`src/design/keyed_counter_delta_table_assert.svh`:
```
// Assertion macros shared by the keyed counter delta table RTL.
// No dependencies; included by files that carry concurrent checks.
`ifndef KEYED_COUNTER_DELTA_TABLE_ASSERT_SVH
`define KEYED_COUNTER_DELTA_TABLE_ASSERT_SVH
`ifndef SYNTHESIS
`define KCDT_ASSERT(lbl, prop, msg) \
  lbl: assert property (@(posedge clk_i) disable iff (!rst_ni) prop) else $error(msg);
`define KCDT_ASSERT_ALWAYS(lbl, prop, msg) \
  lbl: assert property (@(posedge clk_i) prop) else $error(msg);
`else
`define KCDT_ASSERT(lbl, prop, msg)
`define KCDT_ASSERT_ALWAYS(lbl, prop, msg)
`endif
`endif

```
`src/design/kcdt_pkg.sv`:
```
// Package for the keyed counter delta table: widths, payload structs,
// status codes and the controller/datapath command and status structs.
package kcdt_pkg;

  // Table depth; must be a power of two so the probe address wraps naturally.
  localparam int TableDepth = 4096;
  localparam int AddrW      = $clog2(TableDepth);
  localparam int KeyW       = 23;
  localparam int CntW       = 64;
  localparam int RateW      = 48;
  localparam int PagesW     = 34;
  localparam int KbW        = 36;
  localparam int MsW        = 16;
  localparam int DvdW       = CntW + 10;
  localparam int DivCntW    = $clog2(DvdW);
  localparam int DataW      = KeyW + 2 * CntW;

  localparam logic [31:0]    HashMul     = 32'd2654435761;
  localparam logic [MsW-1:0] DefaultMs   = 16'd1000;

  typedef enum logic [1:0] {
    StReported = 2'd0,
    StFirst    = 2'd1,
    StNoInc    = 2'd2,
    StFull     = 2'd3
  } status_e;

  typedef struct packed {
    logic [KeyW-1:0]   process_id;
    logic [CntW-1:0]   minor_faults;
    logic [CntW-1:0]   major_faults;
    logic [PagesW-1:0] resident_pages;
  } in_t;

  typedef struct packed {
    logic [1:0]       status;
    logic [KeyW-1:0]  echo_process_id;
    logic [RateW-1:0] minor_rate;
    logic [RateW-1:0] major_rate;
    logic [KbW-1:0]   resident_kb;
  } out_t;

  typedef struct packed {
    logic clr;
    logic load;
    logic start;
    logic advance;
    logic sel;
    logic mark_full;
    logic div_start;
    logic wr;
    logic finish;
  } cmd_t;

  typedef struct packed {
    logic addr_last;
    logic used;
    logic match;
    logic cnt_last;
    logic div_done;
    logic out_busy;
  } sts_t;

endpackage

```
`src/design/kcdt_ctrl.sv`:
```
// Controller state machine: clearing sweep, probe walk, divide, write-back
// and hand-off to the output register. Depends on kcdt_pkg and the assert header.
`include "keyed_counter_delta_table_assert.svh"
module kcdt_ctrl (
  input  logic           clk_i,
  input  logic           rst_ni,
  input  logic           in_valid_i,
  output logic           in_stall_o,
  input  kcdt_pkg::sts_t sts_i,
  output kcdt_pkg::cmd_t cmd_o
);
  typedef enum logic [3:0] {
    Clear, Idle, Hash, Read, Check, DivGo, Div, Write, Done
  } state_e;

  state_e state_q, state_d;

  always_comb begin
    cmd_o   = '0;
    state_d = state_q;
    case (state_q)
      Clear: begin
        cmd_o.clr = 1'b1;
        if (sts_i.addr_last) begin
          state_d = Idle;
        end
      end
      Idle: begin
        if (in_valid_i) begin
          cmd_o.load = 1'b1;
          state_d    = Hash;
        end
      end
      Hash: begin
        cmd_o.start = 1'b1;
        state_d     = Read;
      end
      Read: state_d = Check;
      Check: begin
        if (!sts_i.used || sts_i.match) begin
          cmd_o.sel = 1'b1;
          state_d   = DivGo;
        end else if (sts_i.cnt_last) begin
          cmd_o.mark_full = 1'b1;
          state_d         = Done;
        end else begin
          cmd_o.advance = 1'b1;
          state_d       = Read;
        end
      end
      DivGo: begin
        cmd_o.div_start = 1'b1;
        state_d         = Div;
      end
      Div: begin
        if (sts_i.div_done) begin
          state_d = Write;
        end
      end
      Write: begin
        cmd_o.wr = 1'b1;
        state_d  = Done;
      end
      Done: begin
        if (!sts_i.out_busy) begin
          cmd_o.finish = 1'b1;
          state_d      = Idle;
        end
      end
      default: state_d = Idle;
    endcase
  end

  always_ff @(posedge clk_i or negedge rst_ni) begin
    if (!rst_ni) begin
      state_q <= Clear;
    end else begin
      state_q <= state_d;
    end
  end

  assign in_stall_o = (state_q != Idle);

  `KCDT_ASSERT(a_done_in_div, sts_i.div_done |-> state_q == Div, "divider done outside Div")
  `KCDT_ASSERT(a_wr_not_clr, cmd_o.wr |-> !cmd_o.clr, "write-back during clearing sweep")
  `KCDT_ASSERT(a_finish_free, cmd_o.finish |-> !sts_i.out_busy, "result overwrites held output")
  `KCDT_ASSERT_ALWAYS(a_rst_clear, !rst_ni |=> state_q == Clear || rst_ni,
                      "reset did not restart the clearing sweep")
endmodule

```
`config.mk`:
```
export PLATFORM = sky130hd
export DESIGN_NAME = kcdt_ctrl
export DESIGN_NICKNAME = d
export VERILOG_FILES = /design/src/design/kcdt_pkg.sv /design/src/design/kcdt_ctrl.sv
export VERILOG_INCLUDE_DIRS = /design/src /design/src/design
export SDC_FILE = /design/constraint.sdc
export NUM_CORES = 1
export LEC_CHECK = 0
export BUFFER_PORTS_ARGS = -buffer_cell sky130_fd_sc_hd__buf_4
export CAP_MARGIN = 40
export CORE_AREA = 2 2 39 41
export CTS_CLUSTER_SIZE = 40
export DETAILED_ROUTE_END_ITERATION = 7
export DIE_AREA = 0 0 41 43
export MAX_ROUTING_LAYER = met4
export PLACE_DENSITY_LB_ADDON = 0.1
export SKIP_LAST_GASP = 1
export SLEW_MARGIN = 30
export SYNTH_ARGS = -nofsm -noshare
export SYNTH_HDL_FRONTEND = slang
export SYNTH_SLANG_ARGS = --single-unit
```
`constraint.sdc`:
```
create_clock -name clk_i -period 2.7 [get_ports clk_i]
set_input_delay 0.27 -clock clk_i [delete_from_list [all_inputs] [get_ports clk_i]]
set_output_delay 0.27 -clock clk_i [all_outputs]
set_load 0.05 [all_outputs]
```
# Yosys cells after proc, flatten, opt, wreduce, memory -nomap -nowiden
# Index checks and enable logic that the tools add are counted.
# W data, S select, Z words.
dict set report op_classes {
  n_eq_ne 13
  n_mux 21
  reduce_logical 4
}
# cell n
set ops {}
lappend ops {{$pmux W4 S9} 1}
lappend ops {{$mux W4} 6}
lappend ops {{$eq A4 B3 Y1 const B} 4}
lappend ops {{$mux W1} 13}
lappend ops {{$eq A4 B2 Y1 const B} 2}
lappend ops {{$ne A2 B2 Y1 const B} 4}
lappend ops {{$eq A4 B1 Y1 const B} 1}
lappend ops {{$eq A4 B4 Y1 const B} 1}
lappend ops {{$logic_not A4 Y1} 1}
lappend ops {{$ne A4 B1 Y1 const B} 1}
lappend ops {{$reduce_and A4 Y1} 1}
lappend ops {{$mux W3} 1}
lappend ops {{$logic_not A1 Y1} 1}
lappend ops {{$logic_or A1 B1 Y1} 1}
dict set report word_totals {
  register_bits 4
  inputBits 9
  output_inout_bits 10
  word_cells 39
}

# Logic depth before layout (Yosys ltp)
# Gate-level depths: netlist (run 1).
dict set report depth {
  depth_word 4
  ltp_mapped 4
  ltp_nobuf 3
}

# Worst setup path before layout (run 1)
# No wires, ideal clock.
dict set report synth_timing {
  path_type {reg2out}
  start {reg state_q[3]}
  end {out cmd_o[6] (netlist bit)}
  t_arrival_ns 2.210
  t_required_ns 2.430
  slack_ns 0.220
  path_stages_with_launch 3
  n_path_buf 1
  cell_sequence {dfrtp_1 buf_2 nor4b_1}
}
# element line
set synth_lines {}
lappend synth_lines {{start: declaration} kcdt_ctrl.sv:16} ;# state_e state_q, state_d;
lappend synth_lines {{start signal: assignment} kcdt_ctrl.sv:76} ;# state_q <= Clear;
lappend synth_lines {{start signal: assignment} kcdt_ctrl.sv:78} ;# state_q <= state_d;
lappend synth_lines {{end: declaration} kcdt_ctrl.sv:10} ;# output kcdt_pkg::cmd_t cmd_o

==> results.py, run 1 <==
metrics = {
    "hold_path": {
        "hp-start": "sts_i[0]",
        "min_to": "state_q[3]$_DFFE_PN0P_",
        "hold_path_depth": 2,
        "hold_path.class": "input port to flop",
    },
    "synthesis": {
        "yosysUniqueCellTypes": 26,
        "ys.flop_type": "dfrtp_1",
        "synth_area_leader_cell": "dfrtp_1",
        "synth_nets": 49,
        "ys_warn_count": 0,
        "synth-edff-count": 0,
        "synth_common_cells": "dfrtp_1 (4), buf_2 (3), nand2_1 (3), nor2_1 (3), nor2b_1 (3)",
        "synth_area_leaders": "dfrtp_1 (28%), nor2b_1 (5.2%), nor4b_1 (4.9%)",
        "synth.most_common_cell": "dfrtp_1",
        "syn_area_per_cell_um2": 8.98,
        "synth_area_um2": 359,
        "synth_top_area_share": 0.279,
        "async_flop_share": 1.00,
        "synth-seq-area-share": 0.279,
        "syn-instance-count": 40,
        "ys_ff_latch": 4,
    },
    "worst_setup_path": {
        "r2r_cells": 3,
        "worstSetupPathType": "flop to output pin",
        "slowest_delay_ns": 0.53,
        "crit_arrival_ns": 1.71,
        "worstPathMaxFanout": 13,
        "regToRegStartpoint": "state_q[0]$_DFFE_PN0P_",
        "critPathRequiredTime_ns": 2.43,
        "worst-r2r-setup-slack_ns": 1.24,
        "r2r-end": "state_q[3]$_DFFE_PN0P_",
        "cp-end-kind": "output pin",
        "worstSetupStartpointType": "flop",
        "crit_chain": "nor4b_1 > and3_1 > buf_4",
        "crit_path_top_delay_cell": "nor4b_1",
    },
    "clock_tree": {
        "cts_buffer_depth": 2,
        "ctsHoldBuffers": 1,
        "cts_tree": "done",
        "cts-root-buf": "clkbuf_4",
        "worstSkewPairLatency_ns": 0.23,
        "numCtsBuffers": 3,
        "h-tree-depth": 1,
        "cts_resized": 0,
        "postCtsSetupBuffers": 0,
        "clk_pin_slew_ns": 0.04,
        "cts_sinks": 4,
    },
    "sta": {
        "period_share": 0.734,
        "period_minus_slack_ns": 1.98,
        "tightest_slew_ns": 0.493,
        "rsz0062_at_grt": "false",
        "setup_violations": 0,
        "hold_violations": 0,
        "slew_violations": 0,
        "slew_headroom": 0.667,
        "fmax_ghz": 0.505,
        "hold_slack_ns": 0.325,
        "finClkSkew_ns": 0.00122,
        "tns_ns": 0,
    },
    "floorplanning": {
        "rows": 14,
        "io-pin-count": 19,
        "die_h_um": 43,
        "die_w_um": 41,
        "initial_core_util": 0.259,
        "dieArea_um2": 1760,
        "placeableCoreArea_um2": 1380,
    },
    "place": {
        "dp_hpwl_um": 681,
        "place_congestion": 0.673,
        "buffer_ports.inserted": 18,
    },
    "power": {
        "ir_drop_uv": 458,
        "power_w": 0.000660,
        "power.density_nw_per_um2": 1270,
        "power.switching_w": 0.000358,
        "combPwrFrac": 0.617,
        "seq_power_share": 0.276,
        "p_sw_frac": 0.542,
        "p_int_w": 0.000302,
        "clock_power_share": 0.107,
        "p_leak_nw": 0.240,
    },
    "routing": {
        "ant_nets": 0,
        "wl_per_cell_um": 12.4,
        "wl_um": 921,
        "drc": 0,
        "vias": 375,
        "first_pass_iters": 4,
        "viasPerCell": 5.07,
        "drt_first_iter_violations": 4,
    },
    "global_route": {
        "grt_pass1_vias": 321,
        "antenna_found_initial": 0,
        "grt_usage": 0.116,
        "grt_overflow_total": 0,
        "grt_max_degree": 14,
        "grt_pass1_wl_um": 1350,
    },
    "job": {
        "drv_cap": 0,
    },
    "final_layout": {
        "fill_cells": 153,
        "n_antenna_cell": 0,
        "regMostFlops": "state_q",
        "largest_registers": "state_q (4)",
        "finalNetCount": 69,
        "final_util": 0.376,
        "syn_to_final_growth_pct": 44.9,
        "largest_register_ffs": 4,
        "drive_gt1_frac": 0.414,
    },
    "run_status": {
        "status": "completed",
    },
}
-- power by group through the flow --
stage / combinational, W / sequential (W) / clock (W)
6_report: 0.000407 / 0.000182 / 0.0000704
5_1_grt: 0.000437 / 0.000192 / 0.0000787
4_1_cts: 0.000412 / 0.000182 / 0.0000748
3_5_place_dp: 0.000411 / 0.000183 / 0
3_3_place_gp: 0.000414 / 0.000180 / 0
2_1_floorplan: 0.000393 / 0.000110 / 0
-- cells in the final DEF (no fill, tap or decap) --
cell / netlist / final
clkbuf_4: 0 / 3
and3_1: 2 / 2
buf_4: 0 / 18
a41oi_1: 1 / 1
nor2_1: 3 / 3
nand2b_1: 1 / 1
nand2_1: 3 / 3
a311o_2: 1 / 1
nor4_1: 2 / 2
nor3_2: 1 / 1
dfrtp_1: 4 / 4
a211oi_1: 1 / 1
nor3b_1: 1 / 1
and4bb_2: 1 / 1
and3b_1: 1 / 1
mux2i_1: 1 / 1
o41a_1: 1 / 1
dlygate4sd3_1: 0 / 1
o22a_1: 1 / 1
nor3_1: 1 / 1
a21oi_1: 1 / 1
xor2_1: 1 / 1
nor2b_1: 3 / 3
nor4b_1: 2 / 2
nand3b_1: 1 / 1
a221o_1: 1 / 1
nor4bb_1: 1 / 1
-- kinds of logic after synthesis --
group / after synthesis / synth area share
AOI/OAI and AO/OA: 7 / 0.174
muxes: 1 / 0.0279
and+or+nand+nor: 23 / 0.422
xor gates and xnor gates: 1 / 0.0244
buffers and inverters: 4 / 0.0732
DFF: 4 / 0.279
-- through the flow --
stage	instances	setup slack, ns	instance area, um^2
6_report	74	0.719	520
3_5_place_dp	70	0.952	488
5_1_grt	74	0.502	520
4_1_cts	74	0.704	520
3_3_place_gp	70	1.01	488
2_1_floorplan	40	0.220	359
-- how the worst max path moves through the flow --
stage	slack (ns)	cells past startpoint	start	to
floorplan	0.22	2	state_q[3]$_DFFE_PN0P_	cmd_o[6]
global placement	1.01	3	state_q[0]$_DFFE_PN0P_	cmd_o[3]
detailed placement	0.95	3	state_q[0]$_DFFE_PN0P_	cmd_o[3]
CTS	0.70	3	state_q[0]$_DFFE_PN0P_	cmd_o[3]
global route	0.50	3	state_q[0]$_DFFE_PN0P_	cmd_o[3]
finish	0.72	3	state_q[0]$_DFFE_PN0P_	cmd_o[3]
-- layer usage --
metal  up-vias  share of wire  wire, um  track usage
li1        192              -         -            -
met1       173           0.48       440        0.163
met2        10           0.45       418        0.153
met3         0          0.067        62       0.0157
met4         0              0         0       0.0667
met5         -              0         0            -
-- critical path: cells and delay by family, from the launching register on --
kind / cells / cell delay [ns]
buf+inv: 1 / 0.20
simple gates: 2 / 0.78
flops: 1 / 0.51
-- area by class of cell --
type / instances / area (um^2) / share of cell area
Timing Repair Buffer: 19 / 145 / 0.279
Multi-Input combinational cell: 32 / 233 / 0.447
Tap cell: 16 / 20.0 / 0.0385
Clock buffer: 3 / 22.5 / 0.0433
Sequential cell: 4 / 100 / 0.192
Note: power is estimated with default switching activity, not from simulation.
==> run 2: changes to the inputs <==
Clock period 2.7 ns to 1.83 ns, I/O delays scaled along.
==> results.py, run 2 (synthesis results as in run 1) <==
metrics = {
    "worst_setup_path": {
        "critPathCapture": "cmd_o[4]",
        "worstSetupPathType": "flop to output pin",
        "startpoint": "state_q[3]$_DFFE_PN0P_",
        "r2r_cells": 3,
        "worst-r2r-setup-slack_ns": 0.45,
        "regToRegStartpoint": "state_q[2]$_DFFE_PN0P_",
        "worstPathMaxFanout": 12,
        "worstSetupStartpointType": "flop",
        "critPathRequiredTime_ns": 1.65,
        "cp-end-kind": "output pin",
        "r2r-end": "state_q[3]$_DFFE_PN0P_",
        "crit_arrival_ns": 1.45,
    },
    "global_route": {
        "grt_usage": 0.122,
        "grt_max_degree": 13,
        "grt_overflow_total": 0,
        "antenna_found_initial": 0,
        "grt_pass1_vias": 354,
        "grt_pass1_wl_um": 1460,
    },
    "sta": {
        "fin_ws_ns": 0.192,
        "fmax_ghz": 0.611,
        "setup_violations": 0,
        "period_share": 0.895,
        "rsz0062_at_grt": "false",
        "finClkSkew_ns": 0.0000353,
        "hold_violations": 0,
        "hold_slack_ns": 0.228,
        "slew_violations": 0,
        "slew_headroom": 0.738,
        "period_minus_slack_ns": 1.64,
        "tightest_slew_ns": 0.392,
    },
    "clock_tree": {
        "h-tree-depth": 1,
        "worstSkewPairLatency_ns": 0.23,
        "cts_buffer_depth": 2,
        "clk_pin_slew_ns": 0.04,
        "cts_tree": "done",
        "postCtsSetupBuffers": 0,
        "cts-root-buf": "clkbuf_4",
        "numCtsBuffers": 3,
        "cts_sinks": 4,
    },
    "final_layout": {
        "largest_register_ffs": 4,
        "layout_commonest_cell": "buf_4",
        "n_antenna_cell": 0,
        "finalNetCount": 71,
        "regMostFlops": "state_q",
        "largest_registers": "state_q (4)",
        "layoutNonFillerInstCount": 76,
        "drive_gt1_frac": 0.483,
        "layout_common_cells": "buf_4 (20), dfrtp_1 (4)",
        "syn_to_final_growth_pct": 54.0,
        "fin_area_um2": 553,
    },
    "place": {
        "place_congestion": 0.653,
        "post-place-ws_ns": 0.382,
        "dp.cells": 72,
        "dp_hpwl_um": 694,
        "placed_area_um2": 514,
        "buffer_ports.inserted": 18,
    },
    "power": {
        "combPwrFrac": 0.692,
        "power.density_nw_per_um2": 1870,
        "ir_drop_uv": 587,
        "p_int_w": 0.000483,
        "p_sw_frac": 0.534,
        "clock_power_share": 0.104,
        "p_leak_nw": 0.253,
        "power.switching_w": 0.000552,
        "seq_power_share": 0.204,
    },
    "job": {
        "drv_cap": 0,
    },
    "floorplanning": {
        "placeableCoreArea_um2": 1380,
        "dieArea_um2": 1760,
        "rows": 14,
        "initial_core_util": 0.259,
        "die_w_um": 41,
        "die_h_um": 43,
        "io-pin-count": 19,
    },
    "routing": {
        "vias": 383,
        "ant_nets": 0,
        "drt_first_iter_violations": 7,
        "drc": 0,
        "viasPerCell": 5.04,
        "wl_per_cell_um": 12.0,
        "wl_um": 912,
        "first_pass_iters": 4,
    },
    "hold_path": {
        "hold_path.class": "input port to flop",
        "hold_path_depth": 2,
    },
    "run_status": {
        "status": "completed",
    },
}
-- run 2: cell types whose count changed in the layout (fill, tap and decap cells not counted) --
cell	change
buf_4	+2
nor3b_1	-1
nor4b_1	-1
nor3b_2	+1
nor4_1	-1
nor4b_2	+1
nor4_2	+1
-- run 2: stage by stage --
stage / util / setup TNS [ns] / total power (W)
2_1_floorplan: - / -1.02 / 0.000757
3_3_place_gp: 0.372 / 0 / 0.000937
3_5_place_dp: 0.372 / 0 / 0.000924
4_1_cts: 0.395 / 0 / 0.00104
5_1_grt: 0.400 / 0 / 0.00111
6_report: 0.400 / 0 / 0.00103
-- run 2: worst min path at each step --
stage,from,end
final,sts_i[0],state_q[3]$_DFFE_PN0P_
after global routing,sts_i[0],state_q[3]$_DFFE_PN0P_
after CTS,sts_i[0],state_q[3]$_DFFE_PN0P_
after detailed placement,rst_ni,state_q[3]$_DFFE_PN0P_
after global placement,rst_ni,state_q[2]$_DFFE_PN0P_
after floorplan,rst_ni,state_q[0]$_DFFE_PN0P_
-- run 2: final cells by class --
class	instances	area (um^2)
clock buffers	3	22.5
fillers	152	831
multi-input cells	32	250
flip-flops and latches	4	100
well taps	16	20.0
repair buffers	21	160
-- run 2: timing repair --
item / 4_1_cts / 5_1_grt
gates resized for setup: 0 / 1
hold buffers: 1 / 0
setup endpoints to repair: 0 / 2
endpoints found under the hold margin: 4 / 0
-- run 2: critical path, stage by stage, from the launching register on --
cell and delay [ns]:
dfrtp_1 0.50, nand2b_1 0.26, nor4_2 0.23, buf_4 0.23
-- run 2: power by group through the flow --
| stage | Sequential, W | Clock, W | Combinational (W) |
|---|---|---|---|
| floorplan | 0.000162 | 0 | 0.000595 |
| global placement | 0.000208 | 0 | 0.000729 |
| detailed placement | 0.000207 | 0 | 0.000717 |
| CTS | 0.000205 | 0.000114 | 0.000721 |
| global route | 0.000222 | 0.000114 | 0.000768 |
| finish | 0.000211 | 0.000107 | 0.000717 |
-- run 2: routing by layer --
layer | vias up | track usage | part of all wire
li1 | 198 | - | -
met1 | 171 | 0.167 | 0.45
met2 | 14 | 0.172 | 0.49
met3 | 0 | 0.0157 | 0.064
met4 | 0 | 0.0600 | 0
met5 | - | - | 0
